## src/rtl/core/ltm_pkg.sv

```systemverilog
// Shared types and codes of the lock table manager.
`timescale 1ns / 1ps

package ltm_pkg;

    // Status codes returned to the requester
    localparam logic [1:0] ST_OK    = 2'd0;
    localparam logic [1:0] ST_RETRY = 2'd1;
    localparam logic [1:0] ST_NOENT = 2'd2;

    // Message kinds sent to a client
    localparam logic [1:0] MSG_NONE   = 2'd0;
    localparam logic [1:0] MSG_REVOKE = 2'd1;
    localparam logic [1:0] MSG_RETRY  = 2'd2;

    // Request opcodes
    localparam logic OP_ACQUIRE = 1'b0;
    localparam logic OP_RELEASE = 1'b1;

    // Control states of the table sequencer
    typedef enum logic [2:0] {
        S_CLEAR  = 3'b001,
        S_IDLE   = 3'b010,
        S_MODIFY = 3'b100
    } ltm_state_t;

    // Status and message kind of one result
    typedef struct packed {
        logic [1:0] status;
        logic [1:0] kind;
    } result_code_t;

endpackage

```

## src/rtl/core/ltm_ram.sv

```systemverilog
// Generic single-port-write, single-port-read RAM with registered read data.
`timescale 1ns / 1ps

module ltm_ram #(
    parameter int WIDTH = 8,
    parameter int DEPTH = 64
) (
    input  logic                     clk,
    input  logic                     we,
    input  logic [$clog2(DEPTH)-1:0] waddr,
    input  logic [WIDTH-1:0]         wdata,
    input  logic                     re,
    input  logic [$clog2(DEPTH)-1:0] raddr,
    output logic [WIDTH-1:0]         rdata
);

    logic [WIDTH-1:0] mem [DEPTH];
    logic [WIDTH-1:0] rdata_reg;

    // Write port
    always_ff @(posedge clk)
    begin
        if (we)
        begin
            mem[waddr] <= wdata;
        end
    end

    // Read port: hold the last read word until the next read
    always_ff @(posedge clk)
    begin
        if (re)
        begin
            rdata_reg <= mem[raddr];
        end
    end

    assign rdata = rdata_reg;

endmodule

```

## src/rtl/core/ltm_update.sv

```systemverilog
// Next-entry and result logic for one acquire or release on a table entry.
`timescale 1ns / 1ps

module ltm_update #(
    parameter int CLIENT_COUNT = 16
) (
    input  logic                            opcode,
    input  logic                            in_range,
    input  logic [$clog2(CLIENT_COUNT)-1:0] client,
    input  logic                            cur_exists,
    input  logic                            cur_held,
    input  logic [$clog2(CLIENT_COUNT)-1:0] cur_owner,
    input  logic [CLIENT_COUNT-1:0]         cur_waiters,
    output logic                            new_exists,
    output logic                            new_held,
    output logic [$clog2(CLIENT_COUNT)-1:0] new_owner,
    output logic [CLIENT_COUNT-1:0]         new_waiters,
    output logic                            write_en,
    output ltm_pkg::result_code_t           code,
    output logic [$clog2(CLIENT_COUNT)-1:0] target
);

    localparam int CW = $clog2(CLIENT_COUNT);

    logic [CLIENT_COUNT-1:0] req_bit;
    logic [CLIENT_COUNT-1:0] acq_waiters;
    logic [CLIENT_COUNT-1:0] rel_waiters;
    logic [CLIENT_COUNT-1:0] lowest_bit;
    logic [CW-1:0]           lowest_idx;

    assign req_bit     = CLIENT_COUNT'(1) << client;
    assign acq_waiters = cur_waiters & ~req_bit;
    assign rel_waiters = cur_waiters & ~req_bit;

    // Isolate and encode the lowest-numbered waiter left after a release
    assign lowest_bit = rel_waiters & (~rel_waiters + CLIENT_COUNT'(1));

    always_comb
    begin
        lowest_idx = '0;
        for (int i = 0; i < CLIENT_COUNT; i++)
        begin
            lowest_idx = lowest_idx | (lowest_bit[i] ? CW'(i) : CW'(0));
        end
    end

    // Decide the entry update and the answer
    always_comb
    begin
        new_exists  = cur_exists;
        new_held    = cur_held;
        new_owner   = cur_owner;
        new_waiters = cur_waiters;
        write_en    = 1'b0;
        code.status = ltm_pkg::ST_NOENT;
        code.kind   = ltm_pkg::MSG_NONE;
        target      = '0;
        if (in_range)
        begin
            if (opcode == ltm_pkg::OP_ACQUIRE)
            begin
                write_en   = 1'b1;
                new_exists = 1'b1;
                if (cur_exists && cur_held)
                begin
                    // Queue the requester and revoke from the holder
                    new_waiters = cur_waiters | req_bit;
                    code.status = ltm_pkg::ST_RETRY;
                    code.kind   = ltm_pkg::MSG_REVOKE;
                    target      = cur_owner;
                end
                else
                begin
                    // Grant, dequeue, revoke at once if others still wait
                    new_held    = 1'b1;
                    new_owner   = client;
                    new_waiters = acq_waiters;
                    code.status = ltm_pkg::ST_OK;
                    if (acq_waiters != '0)
                    begin
                        code.kind = ltm_pkg::MSG_REVOKE;
                        target    = client;
                    end
                end
            end
            else if (cur_exists && cur_held && cur_owner == client)
            begin
                // Free the lock and hand a retry to the lowest waiter
                write_en    = 1'b1;
                new_held    = 1'b0;
                new_waiters = rel_waiters & ~lowest_bit;
                code.status = ltm_pkg::ST_OK;
                if (rel_waiters != '0)
                begin
                    code.kind = ltm_pkg::MSG_RETRY;
                    target    = lowest_idx;
                end
            end
        end
    end

endmodule

```

## src/rtl/core/lock_table_manager.sv

```systemverilog
// Top level of the lock table manager: request sequencer around the entry RAM.
//
//   channel   direction  handshake           payload
//   request   in         in_valid/in_stall   opcode, lock_index, client
//   result    out        out_valid/out_stall status, message_kind, message_target
//
// Each request is accepted in S_IDLE, which issues the RAM read; in S_MODIFY the
// registered read data is modified and the entry written back. After reset a
// clearing pass writes every entry with in_stall high. The result register
// holds a result while out_stall is high; a new request is accepted meanwhile
// and waits in its write phase.
`timescale 1ns / 1ps

module lock_table_manager #(
    parameter int LOCK_COUNT   = 64,
    parameter int CLIENT_COUNT = 16
) (
    input  logic                            clk,
    input  logic                            rst_n,
    input  logic                            in_valid,
    output logic                            in_stall,
    input  logic                            opcode,
    input  logic [$clog2(LOCK_COUNT)-1:0]   lock_index,
    input  logic [$clog2(CLIENT_COUNT)-1:0] client,
    output logic                            out_valid,
    input  logic                            out_stall,
    output logic [1:0]                      status,
    output logic [1:0]                      message_kind,
    output logic [$clog2(CLIENT_COUNT)-1:0] message_target
);

    localparam int LW = $clog2(LOCK_COUNT);
    localparam int CW = $clog2(CLIENT_COUNT);
    localparam int EW = 2 + CW + CLIENT_COUNT;

    ltm_pkg::ltm_state_t state_reg, state_next;
    logic [LW-1:0] clr_idx_reg, clr_idx_next;

    logic          req_op_reg;
    logic [LW-1:0] req_lock_reg;
    logic [CW-1:0] req_client_reg;
    logic          req_range_reg;

    logic          out_valid_reg, out_valid_next;
    logic [1:0]    status_reg;
    logic [1:0]    kind_reg;
    logic [CW-1:0] target_reg;

    logic          in_xfer;
    logic          in_range;
    logic          load_out;

    logic          mem_we;
    logic [LW-1:0] mem_waddr;
    logic [EW-1:0] mem_wdata;
    logic [EW-1:0] mem_rdata;

    logic                    new_exists, new_held, upd_we;
    logic [CW-1:0]           new_owner, upd_target;
    logic [CLIENT_COUNT-1:0] new_waiters;
    ltm_pkg::result_code_t   upd_code;

    assign in_stall = (state_reg != ltm_pkg::S_IDLE);
    assign in_xfer  = in_valid && !in_stall;
    assign in_range = ({1'b0, lock_index} < (LW + 1)'(LOCK_COUNT))
                   && ({1'b0, client} < (CW + 1)'(CLIENT_COUNT));
    assign load_out = (state_reg == ltm_pkg::S_MODIFY) && (!out_valid_reg || !out_stall);

    // Entry store: {exists, held, owner, waiters}
    ltm_ram #(
        .WIDTH(EW),
        .DEPTH(LOCK_COUNT)
    ) u_table (
        .clk   (clk),
        .we    (mem_we),
        .waddr (mem_waddr),
        .wdata (mem_wdata),
        .re    (in_xfer),
        .raddr (lock_index),
        .rdata (mem_rdata)
    );

    ltm_update #(
        .CLIENT_COUNT(CLIENT_COUNT)
    ) u_update (
        .opcode      (req_op_reg),
        .in_range    (req_range_reg),
        .client      (req_client_reg),
        .cur_exists  (mem_rdata[EW-1]),
        .cur_held    (mem_rdata[EW-2]),
        .cur_owner   (mem_rdata[EW-3 -: CW]),
        .cur_waiters (mem_rdata[CLIENT_COUNT-1:0]),
        .new_exists  (new_exists),
        .new_held    (new_held),
        .new_owner   (new_owner),
        .new_waiters (new_waiters),
        .write_en    (upd_we),
        .code        (upd_code),
        .target      (upd_target)
    );

    // Select the write: clearing pass or write-back of the modified entry
    always_comb
    begin
        if (state_reg == ltm_pkg::S_CLEAR)
        begin
            mem_we    = 1'b1;
            mem_waddr = clr_idx_reg;
            mem_wdata = '0;
        end
        else
        begin
            mem_we    = load_out && upd_we;
            mem_waddr = req_lock_reg;
            mem_wdata = {new_exists, new_held, new_owner, new_waiters};
        end
    end

    // Advance the sequencer
    always_comb
    begin
        state_next   = state_reg;
        clr_idx_next = clr_idx_reg;
        unique case (state_reg)
            ltm_pkg::S_CLEAR:
            begin
                clr_idx_next = clr_idx_reg + LW'(1);
                if (clr_idx_reg == LW'(LOCK_COUNT - 1))
                begin
                    state_next = ltm_pkg::S_IDLE;
                end
            end
            ltm_pkg::S_IDLE:
            begin
                if (in_xfer)
                begin
                    state_next = ltm_pkg::S_MODIFY;
                end
            end
            ltm_pkg::S_MODIFY:
            begin
                if (load_out)
                begin
                    state_next = ltm_pkg::S_IDLE;
                end
            end
            default:
            begin
                state_next = ltm_pkg::S_CLEAR;
            end
        endcase
    end

    // Hold or drop the result register
    always_comb
    begin
        out_valid_next = out_valid_reg;
        if (load_out)
        begin
            out_valid_next = 1'b1;
        end
        else if (!out_stall)
        begin
            out_valid_next = 1'b0;
        end
    end

    always_ff @(posedge clk or negedge rst_n)
    begin
        if (!rst_n)
        begin
            state_reg     <= ltm_pkg::S_CLEAR;
            clr_idx_reg   <= '0;
            out_valid_reg <= 1'b0;
        end
        else
        begin
            state_reg     <= state_next;
            clr_idx_reg   <= clr_idx_next;
            out_valid_reg <= out_valid_next;
        end
    end

    // Capture the request on transfer
    always_ff @(posedge clk)
    begin
        if (in_xfer)
        begin
            req_op_reg     <= opcode;
            req_lock_reg   <= lock_index;
            req_client_reg <= client;
            req_range_reg  <= in_range;
        end
    end

    // Load the result payload
    always_ff @(posedge clk)
    begin
        if (load_out)
        begin
            status_reg <= upd_code.status;
            kind_reg   <= upd_code.kind;
            target_reg <= upd_target;
        end
    end

    assign out_valid      = out_valid_reg;
    assign status         = status_reg;
    assign message_kind   = kind_reg;
    assign message_target = target_reg;

    // No request is taken during the clearing pass
    assert property (@(posedge clk) disable iff (!rst_n)
        (state_reg == ltm_pkg::S_CLEAR) |-> in_stall)
        else $error("request accepted during clearing pass");

    // The table is written only by the clearing pass or a write-back
    assert property (@(posedge clk) disable iff (!rst_n)
        mem_we |-> (state_reg == ltm_pkg::S_CLEAR || load_out))
        else $error("stray table write");

    // An accepted request always moves to its modify cycle
    assert property (@(posedge clk) disable iff (!rst_n)
        in_xfer |=> (state_reg == ltm_pkg::S_MODIFY))
        else $error("accepted request lost its modify cycle");

    // A result appears only after a modify cycle
    assert property (@(posedge clk) disable iff (!rst_n)
        $rose(out_valid) |-> $past(state_reg == ltm_pkg::S_MODIFY))
        else $error("result without a request");

endmodule

```

## config.mk

```make
export PLATFORM = sky130hd
export DESIGN_NAME = lock_table_manager
export DESIGN_NICKNAME = d
export VERILOG_FILES = /design/src/rtl/core/ltm_pkg.sv /design/src/rtl/core/ltm_ram.sv /design/src/rtl/core/ltm_update.sv /design/src/rtl/core/lock_table_manager.sv
export SDC_FILE = /design/constraint.sdc
export NUM_CORES = 1
export LEC_CHECK = 0
export BUFFER_PORTS_ARGS = -buffer_cell sky130_fd_sc_hd__buf_2
export CAP_MARGIN = 20
export CELL_PAD_IN_SITES_DETAIL_PLACEMENT = 1
export CELL_PAD_IN_SITES_GLOBAL_PLACEMENT = 1
export CORE_ASPECT_RATIO = 1.4
export CORE_UTILIZATION = 27
export CTS_CLUSTER_DIAMETER = 120
export CTS_CLUSTER_SIZE = 10
export DETAILED_ROUTE_END_ITERATION = 8
export PLACE_DENSITY_LB_ADDON = 0.15
export REMOVE_ABC_BUFFERS = 1
export SKIP_CTS_REPAIR_TIMING = 1
export SLEW_MARGIN = 40
export SYNTH_ARGS = -nofsm -noshare
export SYNTH_HDL_FRONTEND = slang
export SYNTH_SLANG_ARGS = --single-unit
```

## constraint.sdc

```tcl
create_clock -name clk -period 23.1 [get_ports clk]
set_input_delay 2.31 -clock clk [delete_from_list [all_inputs] [get_ports clk]]
set_output_delay 2.31 -clock clk [all_outputs]
set_load 0.01 [all_outputs]
```

==> parameters.txt <==
Parameter                              Value

Place
  Number of buffers added on ports    24
  Post-DP HPWL    103,000 microns
  Placer Congestion    0.791

Global routing
  Largest net degree at the start of global routing    116
  Met1 Resource Use GR    19.2%
  Initial antenna violation count    5
  Overall fraction of global-route tracks in use    16.4%
  Met2 global-route usage    30.8%
  Final global-route overflow total    0
  Via count of the first global-routing pass    29.2k
  GR peak layer    met2
  First-pass GRT wire length    240,000 microns
  Global routing met3 resource utilization    1.88%

Synthesis
  Top flip-flop cell by instance count after synthesis    edfxtp_1
  Unique cell type count in the Yosys netlist    62
  Sequential fraction of the synthesis area    77.0%
  Adder and majority gate portion of the synthesized area    0.0220%
  Syn Inst Count    2,468
  Seq cells post-synth    1,459
  Area share of xor/xnor cells in the synthesized design    0.154%
  Top area cells in the synthesized netlist    edfxtp_1 77%, mux4_2 18%, nor2_1 0.64%
  Post-synth EDFFs    1,449
  Proportion of synthesized flip-flops having asynchronous set or reset    0.685%
  Share of the synthesized area in compound gates (AO/OA/AOI/OAI)    1.62%
  Proportion of netlist area held by the largest area contributor    76.6%
  Per-instance average area after synthesis    23.0 sq um
  Post-Synthesis Cell Area    56,800 sq um
  Share of synthesized cell area in and, or, nand and nor gates    2.03%
  Largest area contributor in the netlist    edfxtp_1
  Post-synthesis mux area share    18.1%
  Yosys Warn Count    0
  Dominant combinational cell family by area after synthesis    multiplexers

Critical path
  Stage delay of the slowest cell on the critical path    0.73 ns
  Arrival @ worst endpoint    5.71 ns
  Start-to-end type of the worst setup path    input port to flop
  Startpoint type of the worst setup path    input port
  Worst-path fanout max    61
  CP dominant cell by count    mux4_2
  Critical-path cell list    buf_8 -> buf_16 -> buf_6 -> mux4_2 -> mux4_2 -> nor2b_1 -> a211oi_1 -> a21oi_1
  Cell at the slowest stage of the critical path    a211oi_1
  Type of element capturing the critical path    flop
  Buffers and inverters on the worst path    3
  Required time at the endpoint of the critical path    23.59 ns
  Largest delay contributor family on the critical path    buffers and inverters

Timing
  Number of hold-slack violations in the final timing report    0
  Rel. slew slack    42.9%
  Highest Clock Rate    191 MHz
  Final worst clock skew    0.0456 ns
  Part of the cycle the worst path needs    22.6%
  # setup viols final    0
  Post-Route Setup TNS    0 ns
  Pins over their slew limit    0
  Slew at the pin closest to its max-slew limit    0.856 ns
  RSZ-0062 raised after global routing    no
  Minimum clock period    5.22 ns

Floorplan
  Number of standard-cell rows in the floorplan    198
  Area of the core region    208,000 sq um
  Vertical extent of the die    545 microns
  Ports placed on the boundary    25
  Die ar.    212,000 sq um
  Initial standard-cell utilization of the core    27.3%
  Horizontal die dimension    390 microns

Worst hold path
  Type of the most critical hold path    flop to flop

Final layout
  Number of flip-flops in the largest register    1,408
  Highest-count cells in the layout ignoring fill and taps    1,449 x edfxtp_1, 446 x mux4_2, 173 x clkbuf_16
  Number of nets in the final layout    2,695
  Ratio of cells with drive above 1 in the final layout    33.2%
  Layout Area Growth over Synthesis    18.0%
  Most common cell after layout, fill and taps aside    edfxtp_1

Power and ir drop
  Final total power    5.31 mW
  Power density over the cells    79.3 nW/um^2
  Worst ir drop on vdd    0.0000492 V
  Leakage power    17.6 nW

Detailed routing
  Vias    26.4k
  Number of detailed-route iterations in the first pass    5
  DRT Wirelength    174,000 microns
  DRC errors left    0
  Residual antenna-violating net count after detailed routing    0
  Vias per std cell    4.79
  Drt initial violations    2,038
  Wire length per cell    31.5 microns

Clock tree
  Clock Sinks    1,459
  Depth of the CTS H-tree    4
  TritonCTS clock tree    done
  Maximum clock path buffer count    4
  Clock Latency Late Sink    0.80 ns
  Clock root buffer master    clkbuf_16
  Inserted Clock Buffers    172
  Clock transition at the register clock pins on the worst setup and hold paths after CTS    0.06 ns

Job
  Max-cap violation count    0

Outcome
  Run status    finished clean
[synth_stat cells (3+ instances only)]
cell and count:
xnor2_1 8, o21a_1 5, or2_2 4, nand2b_1 13
and2_1 3, mux2i_1 23, dfrtp_1 9, nand4_1 7
a22oi_1 3, buf_4 3, a21o_1 3, a211oi_1 16
inv_1 11, o31ai_1 3, nor3b_1 4, nand3_1 15
nor2_1 97, nand3b_1 3, a21oi_1 54, o21ai_0 19
nor3_1 11, edfxtp_1 1449, nor2b_1 22, clkbuf_1 59
mux4_2 446, a31oi_1 11, nand2_1 57, buf_1 21
buf_2 44, o211ai_1 5
[routing by layer]
layer | vias to the layer above | share of wire, %
met5 | - | 0
met4 | 0 | 3.3
met3 | 221 | 3.4
met2 | 512 | 55
met1 | 14800 | 38
li1 | 10896 | -
[power breakdown]
part / leakage, nW / internal [mW] / switching [mW] / total (mW)
clock network: 2.18 / 1.33 / 0.987 / 2.32
registers: 11.2 / 2.87 / 0.00000000000000000699 / 2.87
logic: 4.22 / 0.0529 / 0.0783 / 0.131
total: 17.6 / 4.25 / 1.06 / 5.31
[logic make-up after synthesis]
logic type,count (synthesis)
multiplexers,470
buffers and inverters,139
XOR/XNOR,10
flip-flops,1459
AND/OR/NAND/NOR,245
adder cells (fa/ha/maj),1
AO/OA/AOI/OAI,144
[through the flow]
| step | utilization, % | setup WS [ns] | instance area [sq um] | std cells | hold WS [ns] |
|---|---|---|---|---|---|
| after detailed placement | 30.0 | 16.62 | 62500 | 5303 | 0.499 |
| after global placement | 29.5 | 16.19 | 61400 | 5257 | 0.488 |
| after floorplan | - | 14.36 | 56300 | 2340 | 0.466 |
| after CTS | 32.1 | 17.49 | 66900 | 5505 | 0.507 |
| after global routing | 32.2 | 17.69 | 67000 | 5508 | 0.538 |
| final | 32.2 | 17.88 | 67000 | 5516 | 0.511 |
[final timing paths]
kind / start / end / slack, ns / cells past startpoint
min: clr_idx_reg[4] / clr_idx_reg[4] / 0.51 / 1
max reg2reg: state_reg[0] / u_table.mem[35][0] / 18.99 / 9
max in group asynchronous: rst_n / state_reg[0] / 21.38 / 1
min in group asynchronous: rst_n / clr_idx_reg[1] / 1.42 / 1
min reg2reg: clr_idx_reg[4] / clr_idx_reg[4] / 0.51 / 1
max: lock_index[1] / u_table.rdata[3] / 17.88 / 8
[cell type report]
class                           instances  area (sq um)
Inverter                               11          41.3
Clock inverter                          5          40.0
Sequential cell                      1459         43800
Antenna cell                            9          22.5
Fill cell                           20301        141000
Clock buffer                          197          4420
Timing Repair Buffer                  165          2000
Multi-Input combinational cell        870         13200
Tap cell                             2800          3500
Note: power is estimated with default switching activity, not from simulation.
